## src/rtl/core/esd_pkg.sv

```systemverilog
// ----------------------------------------------------------------------------
// esd_pkg
// Shared types, character codes and small lookup functions for the escape
// sequence decoder.
// ----------------------------------------------------------------------------
package esd_pkg;

    // Parse modes, one-hot
    typedef enum logic [4:0] {
        MODE_TEXT = 5'b00001,
        MODE_ESC  = 5'b00010,
        MODE_HEX1 = 5'b00100,
        MODE_HEX2 = 5'b01000,
        MODE_OCT  = 5'b10000
    } mode_t;

    typedef struct packed {
        logic [7:0]  out_byte;
        logic        byte_valid;
        logic        done_res;
        logic        bad_hex;
        logic [15:0] out_length;
    } result_t;

    typedef struct packed {
        mode_t      mode;
        logic [7:0] acc;
        logic [1:0] oct_cnt;
        logic       err;
    } parse_state_t;

    // Up to two results produced by one input transaction
    typedef struct packed {
        logic [1:0] count;
        result_t    first;
        result_t    second;
    } push_t;

    typedef struct packed {
        logic       ok;
        logic [7:0] value;
    } lookup_t;

    localparam int QUEUE_DEPTH = 4;
    localparam int QUEUE_PTR_W = 2;
    localparam int QUEUE_LVL_W = 3;

    localparam logic [7:0] CH_BACKSLASH = 8'h5c;
    localparam logic [7:0] CH_X         = 8'h78;
    localparam logic [7:0] CH_0         = 8'h30;
    localparam logic [7:0] CH_7         = 8'h37;
    localparam logic [7:0] CH_9         = 8'h39;
    localparam logic [7:0] CH_UA        = 8'h41;
    localparam logic [7:0] CH_UF        = 8'h46;
    localparam logic [7:0] CH_LA        = 8'h61;
    localparam logic [7:0] CH_LF        = 8'h66;

    localparam logic [7:0] CODE_ESC = 8'h1b;
    localparam logic [7:0] CODE_CR  = 8'h0d;
    localparam logic [7:0] CODE_LF  = 8'h0a;
    localparam logic [7:0] CODE_BEL = 8'h07;
    localparam logic [7:0] CODE_BS  = 8'h08;
    localparam logic [7:0] CODE_TAB = 8'h09;
    localparam logic [7:0] CODE_VT  = 8'h0b;
    localparam logic [7:0] CODE_FF  = 8'h0c;
    localparam logic [7:0] CODE_SP  = 8'h20;

    function automatic logic octal_char(input logic [7:0] c);
        return (c >= CH_0) && (c <= CH_7);
    endfunction

    // value field carries the digit in its low nibble
    function automatic lookup_t hex_value(input logic [7:0] c);
        lookup_t r;
        r.ok    = 1'b1;
        r.value = 8'h00;
        if ((c >= CH_0) && (c <= CH_9)) begin
            r.value = c - CH_0;
        end else if ((c >= CH_UA) && (c <= CH_UF)) begin
            r.value = c - CH_UA + 8'd10;
        end else if ((c >= CH_LA) && (c <= CH_LF)) begin
            r.value = c - CH_LA + 8'd10;
        end else begin
            r.ok = 1'b0;
        end
        return r;
    endfunction

    // Single-character named escapes
    function automatic lookup_t named_escape(input logic [7:0] c);
        lookup_t r;
        r.ok = 1'b1;
        unique case (c)
            8'h65:        r.value = CODE_ESC;   // e
            8'h73, 8'h20: r.value = CODE_SP;    // s, space
            8'h5c, 8'h22, 8'h27, 8'h60, 8'h24: r.value = c;
            8'h72:        r.value = CODE_CR;    // r
            8'h6e:        r.value = CODE_LF;    // n
            8'h61:        r.value = CODE_BEL;   // a
            8'h62:        r.value = CODE_BS;    // b
            8'h74:        r.value = CODE_TAB;   // t
            8'h76:        r.value = CODE_VT;    // v
            8'h66:        r.value = CODE_FF;    // f
            default: begin
                r.ok    = 1'b0;
                r.value = 8'h00;
            end
        endcase
        return r;
    endfunction

endpackage

```

## src/rtl/core/esd_decode.sv

```systemverilog
// ----------------------------------------------------------------------------
// esd_decode
// Next-state and result logic for one input byte or end marker.
// ----------------------------------------------------------------------------
module esd_decode #(
    parameter int LENGTH_BITS = 16
) (
    input  logic [7:0]             data_byte,
    input  logic                   is_end,
    input  esd_pkg::parse_state_t  state_cur,
    input  logic [LENGTH_BITS-1:0] count_cur,
    output esd_pkg::parse_state_t  state_next,
    output logic [LENGTH_BITS-1:0] count_next,
    output esd_pkg::push_t         push
);

    localparam int WIDE_W = (LENGTH_BITS > 16) ? LENGTH_BITS : 16;

    logic                   a_v, b_v, st_v;
    logic [7:0]             a_byte, b_byte;
    logic [LENGTH_BITS-1:0] count_a, count_b;
    logic [WIDE_W-1:0]      count_wide;
    logic [15:0]            len;
    logic [2:0]             oct_sum;
    esd_pkg::lookup_t       hexv, named;
    esd_pkg::result_t       res_a, res_b, res_st;
    esd_pkg::parse_state_t  st;

    always_comb begin
        hexv    = esd_pkg::hex_value(data_byte);
        named   = esd_pkg::named_escape(data_byte);
        oct_sum = {1'b0, state_cur.oct_cnt} + 3'd1;
        st      = state_cur;
        a_v     = 1'b0;
        b_v     = 1'b0;
        st_v    = 1'b0;
        a_byte  = 8'h00;
        b_byte  = data_byte;

        if (is_end) begin
            st_v = 1'b1;
            if (!state_cur.err) begin
                unique case (state_cur.mode)
                    esd_pkg::MODE_ESC: begin
                        a_v    = 1'b1;
                        a_byte = esd_pkg::CH_BACKSLASH;
                    end
                    esd_pkg::MODE_OCT: begin
                        a_v    = 1'b1;
                        a_byte = state_cur.acc;
                    end
                    esd_pkg::MODE_HEX1, esd_pkg::MODE_HEX2: st.err = 1'b1;
                    default: ;
                endcase
            end
        end else if (!state_cur.err) begin
            unique case (state_cur.mode)
                esd_pkg::MODE_ESC: begin
                    st.mode = esd_pkg::MODE_TEXT;
                    if (named.ok) begin
                        a_v    = 1'b1;
                        a_byte = named.value;
                    end else if (data_byte == esd_pkg::CH_X) begin
                        st.acc  = 8'h00;
                        st.mode = esd_pkg::MODE_HEX1;
                    end else if (esd_pkg::octal_char(data_byte)) begin
                        st.acc     = data_byte - esd_pkg::CH_0;
                        st.oct_cnt = 2'd1;
                        st.mode    = esd_pkg::MODE_OCT;
                    end else begin
                        // unknown escape keeps the backslash, then the byte
                        a_v    = 1'b1;
                        a_byte = esd_pkg::CH_BACKSLASH;
                        b_v    = 1'b1;
                    end
                end
                esd_pkg::MODE_HEX1: begin
                    if (hexv.ok) begin
                        st.acc  = hexv.value;
                        st.mode = esd_pkg::MODE_HEX2;
                    end else begin
                        st.err  = 1'b1;
                        st.mode = esd_pkg::MODE_TEXT;
                    end
                end
                esd_pkg::MODE_HEX2: begin
                    st.mode = esd_pkg::MODE_TEXT;
                    st.acc  = 8'h00;
                    if (hexv.ok) begin
                        a_v    = 1'b1;
                        a_byte = {state_cur.acc[3:0], hexv.value[3:0]};
                    end else begin
                        st.err = 1'b1;
                    end
                end
                esd_pkg::MODE_OCT: begin
                    if (esd_pkg::octal_char(data_byte)) begin
                        st.acc     = {state_cur.acc[4:0], data_byte[2:0]};
                        st.oct_cnt = oct_sum[1:0];
                        if (oct_sum >= 3'd3) begin
                            a_v        = 1'b1;
                            a_byte     = st.acc;
                            st.oct_cnt = 2'd0;
                            st.mode    = esd_pkg::MODE_TEXT;
                        end
                    end else begin
                        // run cut short: flush value; byte is plain text unless it is a backslash
                        a_v        = 1'b1;
                        a_byte     = state_cur.acc;
                        st.oct_cnt = 2'd0;
                        st.mode    = esd_pkg::MODE_TEXT;
                        if (data_byte == esd_pkg::CH_BACKSLASH) begin
                            st.mode = esd_pkg::MODE_ESC;
                        end else begin
                            b_v = 1'b1;
                        end
                    end
                end
                default: begin
                    st.mode = esd_pkg::MODE_TEXT;
                    if (data_byte == esd_pkg::CH_BACKSLASH) begin
                        st.mode = esd_pkg::MODE_ESC;
                    end else begin
                        a_v    = 1'b1;
                        a_byte = data_byte;
                    end
                end
            endcase
        end

        // saturating byte count
        count_a = count_cur;
        if (a_v && (count_cur != '1)) begin
            count_a = count_cur + 1'b1;
        end
        count_b = count_a;
        if (b_v && (count_a != '1)) begin
            count_b = count_a + 1'b1;
        end

        count_wide = WIDE_W'(count_b);
        if (count_wide > WIDE_W'(17'hFFFF)) begin
            len = 16'hFFFF;
        end else begin
            len = count_wide[15:0];
        end
        if (st.err) begin
            len = 16'h0000;
        end

        res_a  = '{out_byte: a_byte, byte_valid: 1'b1, done_res: 1'b0,
                   bad_hex: 1'b0, out_length: 16'h0000};
        res_b  = '{out_byte: b_byte, byte_valid: 1'b1, done_res: 1'b0,
                   bad_hex: 1'b0, out_length: 16'h0000};
        res_st = '{out_byte: 8'h00, byte_valid: 1'b0, done_res: 1'b1,
                   bad_hex: st.err, out_length: len};

        push.first  = res_st;
        push.second = res_st;
        push.count  = 2'd0;
        if (a_v) begin
            push.first = res_a;
            if (b_v) begin
                push.second = res_b;
                push.count  = 2'd2;
            end else if (st_v) begin
                push.count = 2'd2;
            end else begin
                push.count = 2'd1;
            end
        end else if (st_v) begin
            push.count = 2'd1;
        end

        if (is_end) begin
            state_next = '{mode: esd_pkg::MODE_TEXT, acc: 8'h00, oct_cnt: 2'd0,
                           err: 1'b0};
            count_next = '0;
        end else begin
            state_next = st;
            count_next = count_b;
        end
    end

endmodule

```

## src/rtl/core/esd_result_queue.sv

```systemverilog
// ----------------------------------------------------------------------------
// esd_result_queue
// Small result queue: takes up to two results per cycle, hands out one.
// ----------------------------------------------------------------------------
module esd_result_queue (
    input  logic                              aclk,
    input  logic                              aresetn,
    input  logic                              push_en,
    input  esd_pkg::push_t                    push,
    input  logic                              pop,
    output logic                              not_empty,
    output logic                              room_for_two,
    output logic [esd_pkg::QUEUE_LVL_W-1:0]   level,
    output esd_pkg::result_t                  head_data
);

    esd_pkg::result_t                  mem_reg [esd_pkg::QUEUE_DEPTH];
    logic [esd_pkg::QUEUE_PTR_W-1:0]   head_reg, head_next;
    logic [esd_pkg::QUEUE_LVL_W-1:0]   level_reg, level_next;
    logic [esd_pkg::QUEUE_PTR_W-1:0]   tail0, tail1;
    logic [1:0]                        n_push;

    assign n_push       = push_en ? push.count : 2'd0;
    assign tail0        = head_reg + level_reg[esd_pkg::QUEUE_PTR_W-1:0];
    assign tail1        = tail0 + 1'b1;
    assign not_empty    = (level_reg != '0);
    assign room_for_two = (level_reg <= esd_pkg::QUEUE_LVL_W'(esd_pkg::QUEUE_DEPTH - 2));
    assign level        = level_reg;
    assign head_data    = mem_reg[head_reg];

    always_comb begin
        head_next  = head_reg + (pop ? 1'b1 : 1'b0);
        level_next = level_reg + esd_pkg::QUEUE_LVL_W'(n_push)
                     - (pop ? 1'b1 : 1'b0);
    end

    always_ff @(posedge aclk) begin
        if (!aresetn) begin
            head_reg  <= '0;
            level_reg <= '0;
        end else begin
            head_reg  <= head_next;
            level_reg <= level_next;
        end
    end

    always_ff @(posedge aclk) begin
        if (n_push != 2'd0) begin
            mem_reg[tail0] <= push.first;
        end
        if (n_push == 2'd2) begin
            mem_reg[tail1] <= push.second;
        end
    end

endmodule

```

## src/rtl/core/escape_sequence_decoder.sv

```systemverilog
// ----------------------------------------------------------------------------
// escape_sequence_decoder
// Unescapes a C-style byte string one byte per transaction and reports the
// decoded length on an end marker.
// ----------------------------------------------------------------------------
//
//  channel | direction | payload                                       | handshake
//  --------+-----------+-----------------------------------------------+------------------
//  s_      | in        | data_byte[7:0], is_end                        | s_valid / s_ready
//  m_      | out       | out_byte[7:0], byte_valid, done_res, bad_hex, | m_valid / m_ready
//          |           | out_length[15:0]                              |
//
//  One input transaction is taken per cycle while the four-entry result queue
//  has room for two; with one result per input and m_ready high the block
//  sustains one byte per cycle. Each result is written into the queue before it reaches m_.
//  An input yields zero, one or two results; the queue drains one per cycle on m_ready.
//  Reset (aresetn low, synchronous) empties the queue and clears the parser.
//  A stall on m_ fills the queue, which then drops s_ready.
//
module escape_sequence_decoder #(
    parameter int LENGTH_BITS = 16
) (
    input  logic        aclk,
    input  logic        aresetn,

    input  logic        s_valid,
    output logic        s_ready,
    input  logic [7:0]  s_data_byte,
    input  logic        s_is_end,

    output logic        m_valid,
    input  logic        m_ready,
    output logic [7:0]  m_out_byte,
    output logic        m_byte_valid,
    output logic        m_done_res,
    output logic        m_bad_hex,
    output logic [15:0] m_out_length
);

    // parser state, updated on every accepted transaction
    esd_pkg::parse_state_t            state_reg, state_next;
    logic [LENGTH_BITS-1:0]           count_reg, count_next;

    esd_pkg::push_t                   push;
    esd_pkg::result_t                 head_data;
    logic                             s_accept;
    logic                             m_accept;
    logic                             room_for_two;
    logic [esd_pkg::QUEUE_LVL_W-1:0]  level;

    assign s_ready  = room_for_two;
    assign s_accept = s_valid && s_ready;
    assign m_accept = m_valid && m_ready;

    esd_decode #(
        .LENGTH_BITS(LENGTH_BITS)
    ) u_decode (
        .data_byte  (s_data_byte),
        .is_end     (s_is_end),
        .state_cur  (state_reg),
        .count_cur  (count_reg),
        .state_next (state_next),
        .count_next (count_next),
        .push       (push)
    );

    always_ff @(posedge aclk) begin
        if (!aresetn) begin
            state_reg <= '{mode: esd_pkg::MODE_TEXT, acc: 8'h00, oct_cnt: 2'd0,
                           err: 1'b0};
            count_reg <= '0;
        end else if (s_accept) begin
            state_reg <= state_next;
            count_reg <= count_next;
        end
    end

    // results wait here; the output side stalls independently of the input
    esd_result_queue u_queue (
        .aclk         (aclk),
        .aresetn      (aresetn),
        .push_en      (s_accept),
        .push         (push),
        .pop          (m_accept),
        .not_empty    (m_valid),
        .room_for_two (room_for_two),
        .level        (level),
        .head_data    (head_data)
    );

    assign m_out_byte   = head_data.out_byte;
    assign m_byte_valid = head_data.byte_valid;
    assign m_done_res   = head_data.done_res;
    assign m_bad_hex    = head_data.bad_hex;
    assign m_out_length = head_data.out_length;

    // queue never overfills
    a_level_bound: assert property (@(posedge aclk) disable iff (!aresetn)
        level <= esd_pkg::QUEUE_LVL_W'(esd_pkg::QUEUE_DEPTH))
        else $error("result queue overflow");

    // an end marker leaves the parser in its reset state
    a_end_clears: assert property (@(posedge aclk) disable iff (!aresetn)
        (s_accept && s_is_end) |=>
            (state_reg.mode == esd_pkg::MODE_TEXT) && !state_reg.err
            && (count_reg == '0) && (state_reg.acc == 8'h00))
        else $error("state not cleared after end transaction");

    // after a hex error, data bytes produce nothing
    a_error_drops: assert property (@(posedge aclk) disable iff (!aresetn)
        (s_accept && state_reg.err && !s_is_end) |=>
            (level <= $past(level)) && state_reg.err)
        else $error("output produced after hex error");

endmodule
```

## config.mk

```make
export PLATFORM = sky130hd
export DESIGN_NAME = escape_sequence_decoder
export DESIGN_NICKNAME = d
export VERILOG_FILES = /design/src/rtl/core/esd_pkg.sv /design/src/rtl/core/esd_decode.sv /design/src/rtl/core/esd_result_queue.sv /design/src/rtl/core/escape_sequence_decoder.sv
export SDC_FILE = /design/constraint.sdc
export NUM_CORES = 1
export LEC_CHECK = 0
export ABC_AREA = 1
export BUFFER_PORTS_ARGS = -buffer_cell sky130_fd_sc_hd__buf_2
export CAP_MARGIN = 10
export CELL_PAD_IN_SITES_DETAIL_PLACEMENT = 1
export CELL_PAD_IN_SITES_GLOBAL_PLACEMENT = 2
export CORE_ASPECT_RATIO = 1.75
export CORE_MARGIN = 8
export CORE_UTILIZATION = 37
export DETAILED_ROUTE_END_ITERATION = 8
export GPL_TIMING_DRIVEN = 0
export PLACE_DENSITY = 0.82
export SYNTH_ARGS = -nofsm -noshare
export SYNTH_HDL_FRONTEND = slang
export SYNTH_SLANG_ARGS = --single-unit
```

## constraint.sdc

```tcl
create_clock -name aclk -period 7.3 [get_ports aclk]
set_clock_uncertainty 0.05 [all_clocks]
set_input_delay 1.825 -clock aclk [delete_from_list [all_inputs] [get_ports aclk]]
set_output_delay 1.825 -clock aclk [all_outputs]
set_load 0.05 [all_outputs]
```

==> summary.txt <==
Synth
  • Top FF cell, synth: edfxtp_1
  • Avg Cell Area, Syn: slightly below 8 µm²
  • Top cells by area, synth: edfxtp_1 34%, nand2_1 9.3%, nor2_1 8.2%, dfxtp_1 7.9%, o21ai_0 6.8%
  • YS warnings: 0
  • Synth Instances: around 1,200
  • Synthesized Nets: about 1,200
  • Post-synth EDFFs: 108
  • Mapped Area: about 9400 µm²
  • Most frequent cell after synthesis: nand2_1
  • Yosys top cell by area: edfxtp_1
  • Sequential fraction of the synthesis area: 42.3%
  • Count of cell types in the netlist: 57
  • FFs w/ async S/R, synth: 0%
  • Post-synth top area share: 34.5%
  • Commonest cells in the netlist: 233 x nand2_1, 206 x nor2_1, 128 x o21ai_0
  • Register bit total from synthesis: between 100 and 150

Pwr
  • Internal cell power: around 1900 µW
  • Reg power frac: ~35%
  • Clk pwr share: between 20% and 30%
  • P_sw: ~1500 µW
  • Pleak: 0.00421 µW
  • Power Total: approximately 3400 µW
  • Comb power frac: between 30% and 40%
  • Peak VDD IR: around 0.18 mV
  • Pwr/cell area: 314 nW/µm²
  • Sw Share: 43.6%

Clock tree
  • Clock transition at path regs: 0.07 ns
  • Max Root-Sink Buffers: 2
  • Cts repair resizes: 0
  • Clk Latency, worst-skew pair: approximately 0.44 ns
  • Clk sinks: between 100 and 150
  • CTS tree: done
  • CTS Hold Buffers Added: 0
  • Clock root cell: clkbuf_16
  • Htree depth: 4
  • TritonCTS Buffers: 17
  • # Post-CTS Setup Buffers: 0

Flow run
  • Max-cap violations: 0

Critical path
  • Worst Reg-to-Reg Cells: 15
  • RR Startpoint: state_reg[12]
  • CP max FO: 10
  • Crit start category: primary input
  • Worst EP required: between 7 and 8 ns
  • R2R setup slack: 3.11 ns
  • Crit-path most repeated cell: buf_2
  • CP endpoint kind: flip-flop
  • Critical path type: primary input to flip-flop
  • Crit path cell chain: buf_2 -> buf_2 -> inv_1 -> ha_1 -> inv_1 -> nor2_4 -> nand2_2 -> nand3_1 -> nor2_2 -> nand2_1 -> o32ai_1 -> nand2_1 -> nor2_2 -> inv_1 -> buf_2 -> a21oi_2 -> buf_2 -> nor2_1
  • Slowest CP cell: a21oi_2
  • Worst reg2reg path endpoint: u_queue.mem_reg[1][8]
  • Slowest stage delay, CP: roughly 0.56 ns
  • CP arrival: approximately 5.8 ns

Die
  • Starting Density: 37.4%
  • Die extent in x: between 100 and 150 µm
  • Die height: around 230 µm
  • Core ar.: between 20,000 and 30,000 µm²
  • Total Die Area: 31,000 µm²
  • I/O pin count: 42
  • Site Rows: 77

Route
  • Routed vias: 8,562
  • Post-DRT Antenna Nets: 0
  • Vias per inst: 5.34
  • Drt first pass iters: 5
  • WL per Instance: between 15 and 20 µm
  • DRC: 0
  • Final wirelength: 31,700 µm
  • Starting DRT DRC Count: around 400

GRT
  • Initial antenna violation count: 0
  • GRT Overall Usage: 21.4%
  • Grt ovf: 0
  • Vias in the first global route: approximately 9,000
  • Grt met1 use: between 20% and 30%
  • Largest net degree at the start of global routing: 24
  • M2 GR Usage: slightly below 40%
  • GR Util met3: under 10%
  • First-pass GRT wire length: ~50,000 µm
  • GR peak layer: met2

Layout
  • Share of layout cells above drive strength 1: roughly 15%
  • Final #Nets: about 1,300
  • Antenna cells: 0
  • P&R area growth vs syn: 13.9%
  • Max reg flops: between 100 and 150
  • Final Core Density: a little over two fifths
  • # fillers: between 3,000 and 4,000

Worst hold path
  • Cells on Worst Hold Path: 2
  • HP Class: flip-flop to flip-flop
  • Endpoint, Worst Hold: state_reg[6]
  • Hold Path Origin: state_reg[6]

Timing
  • Hold Vio Cnt, Final: 0
  • Final Max Slew Viols: 0
  • Period Utilization, post-route: approximately 80%
  • RSZ-0062 raised after global routing: no
  • Final min period: 5.68 ns
  • Slew margin rel.: 45.5%
  • Fmax: approximately 0.18 GHz
  • Final setup violation count: 0
  • Worst Max-Slew Pin Slew: around 0.8 ns

Place
  • # port buffers: 39
  • GP Congestion: 0.912
  • HPWL after DPL: 25,000 µm

Outcome
  • Status: finished clean
worst max-delay path by stage:
stage	from	slack [ns]	to	depth (start not counted)
2_1_floorplan	s_data_byte[4]	1.45	u_queue.mem_reg[0][0]	17
3_5_place_dp	s_data_byte[4]	1.16	u_queue.mem_reg[1][8]	18
6_report	s_data_byte[4]	1.62	u_queue.mem_reg[1][8]	18
3_3_place_gp	s_data_byte[1]	-0.97	u_queue.mem_reg[3][11]	17
4_1_cts	s_data_byte[4]	1.61	u_queue.mem_reg[1][8]	18
5_1_grt	s_data_byte[4]	1.30	u_queue.mem_reg[2][7]	29
kinds of logic (layout without fill, tap and decap cells):
kind of cell | count (synthesis) | count (layout) | synth area share [%]
xor+xnor | 30 | 30 | 2.79
buf+inv | 163 | 238 | 7.54
flops | 145 | 145 | 42.3
compound gates | 241 | 241 | 14.7
fa+ha+maj | 17 | 17 | 2.34
simple gates | 615 | 615 | 30.2
metrics by stage:
step / hold slack (ns) / cell area (µm²) / cells / TNS, ns / worst slack, ns
4_1_cts: 0.423 / 10700 / 1602 / 0 / 1.61
6_report: 0.422 / 10700 / 1602 / 0 / 1.62
3_5_place_dp: 0.413 / 10100 / 1570 / 0 / 1.16
2_1_floorplan: 0.388 / 9410 / 1211 / 0 / 1.45
5_1_grt: 0.461 / 10700 / 1602 / 0 / 1.30
3_3_place_gp: 0.403 / 10000 / 1566 / -95.34 / -0.973
power groups by stage:
stage / sequential [µW] / clock (µW) / combinational, µW
3_5_place_dp: 1180 / 0 / 1360
4_1_cts: 1160 / 878 / 1360
6_report: 1160 / 864 / 1340
2_1_floorplan: 1180 / 0 / 921
3_3_place_gp: 1200 / 0 / 1280
5_1_grt: 1180 / 906 / 1450
cell usage in the layout (no fill, tap or decap), types with 18 or more instances in the layout:
| cell | synthesis | final |
|---|---|---|
| a21oi_1 | 39 | 39 |
| buf_2 | 9 | 48 |
| clkbuf_1 | 26 | 26 |
| dfxtp_1 | 37 | 37 |
| edfxtp_1 | 108 | 108 |
| inv_1 | 104 | 104 |
| nand2_1 | 233 | 233 |
| nand2_2 | 22 | 22 |
| nand3_1 | 53 | 53 |
| nand4_1 | 21 | 21 |
| nor2_1 | 206 | 206 |
| nor2_2 | 18 | 18 |
| o21ai_0 | 128 | 124 |
| o22ai_1 | 29 | 29 |
| xor2_1 | 26 | 26 |
critical path, delay by kind of cell:
kind                       cells  cell delay, ns
AOI/OAI and AO/OA              2            1.00
and+or+nand+nor                8            1.36
adders and majority gates      1            0.27
buffers and inverters          7            1.37
layer usage:
layer	up-vias	wire, µm
met5	-	0
met1	4142	12700
met2	134	17200
met4	0	1040
li1	4234	-
met3	52	780
final cells by class:
cell class	instances	area, µm²	share of cell area [%]
Multi-Input combinational cell	903	4760	44.4
Sequential cell	145	3980	37.2
Inverter	118	453	4.23
Clock buffer	17	425	3.97
Tap cell	316	395	3.69
Timing Repair Buffer	43	290	2.71
Buffer	45	256	2.39
Clock inverter	15	149	1.39
No activity file was read; power rests on OpenSTA's default activity.
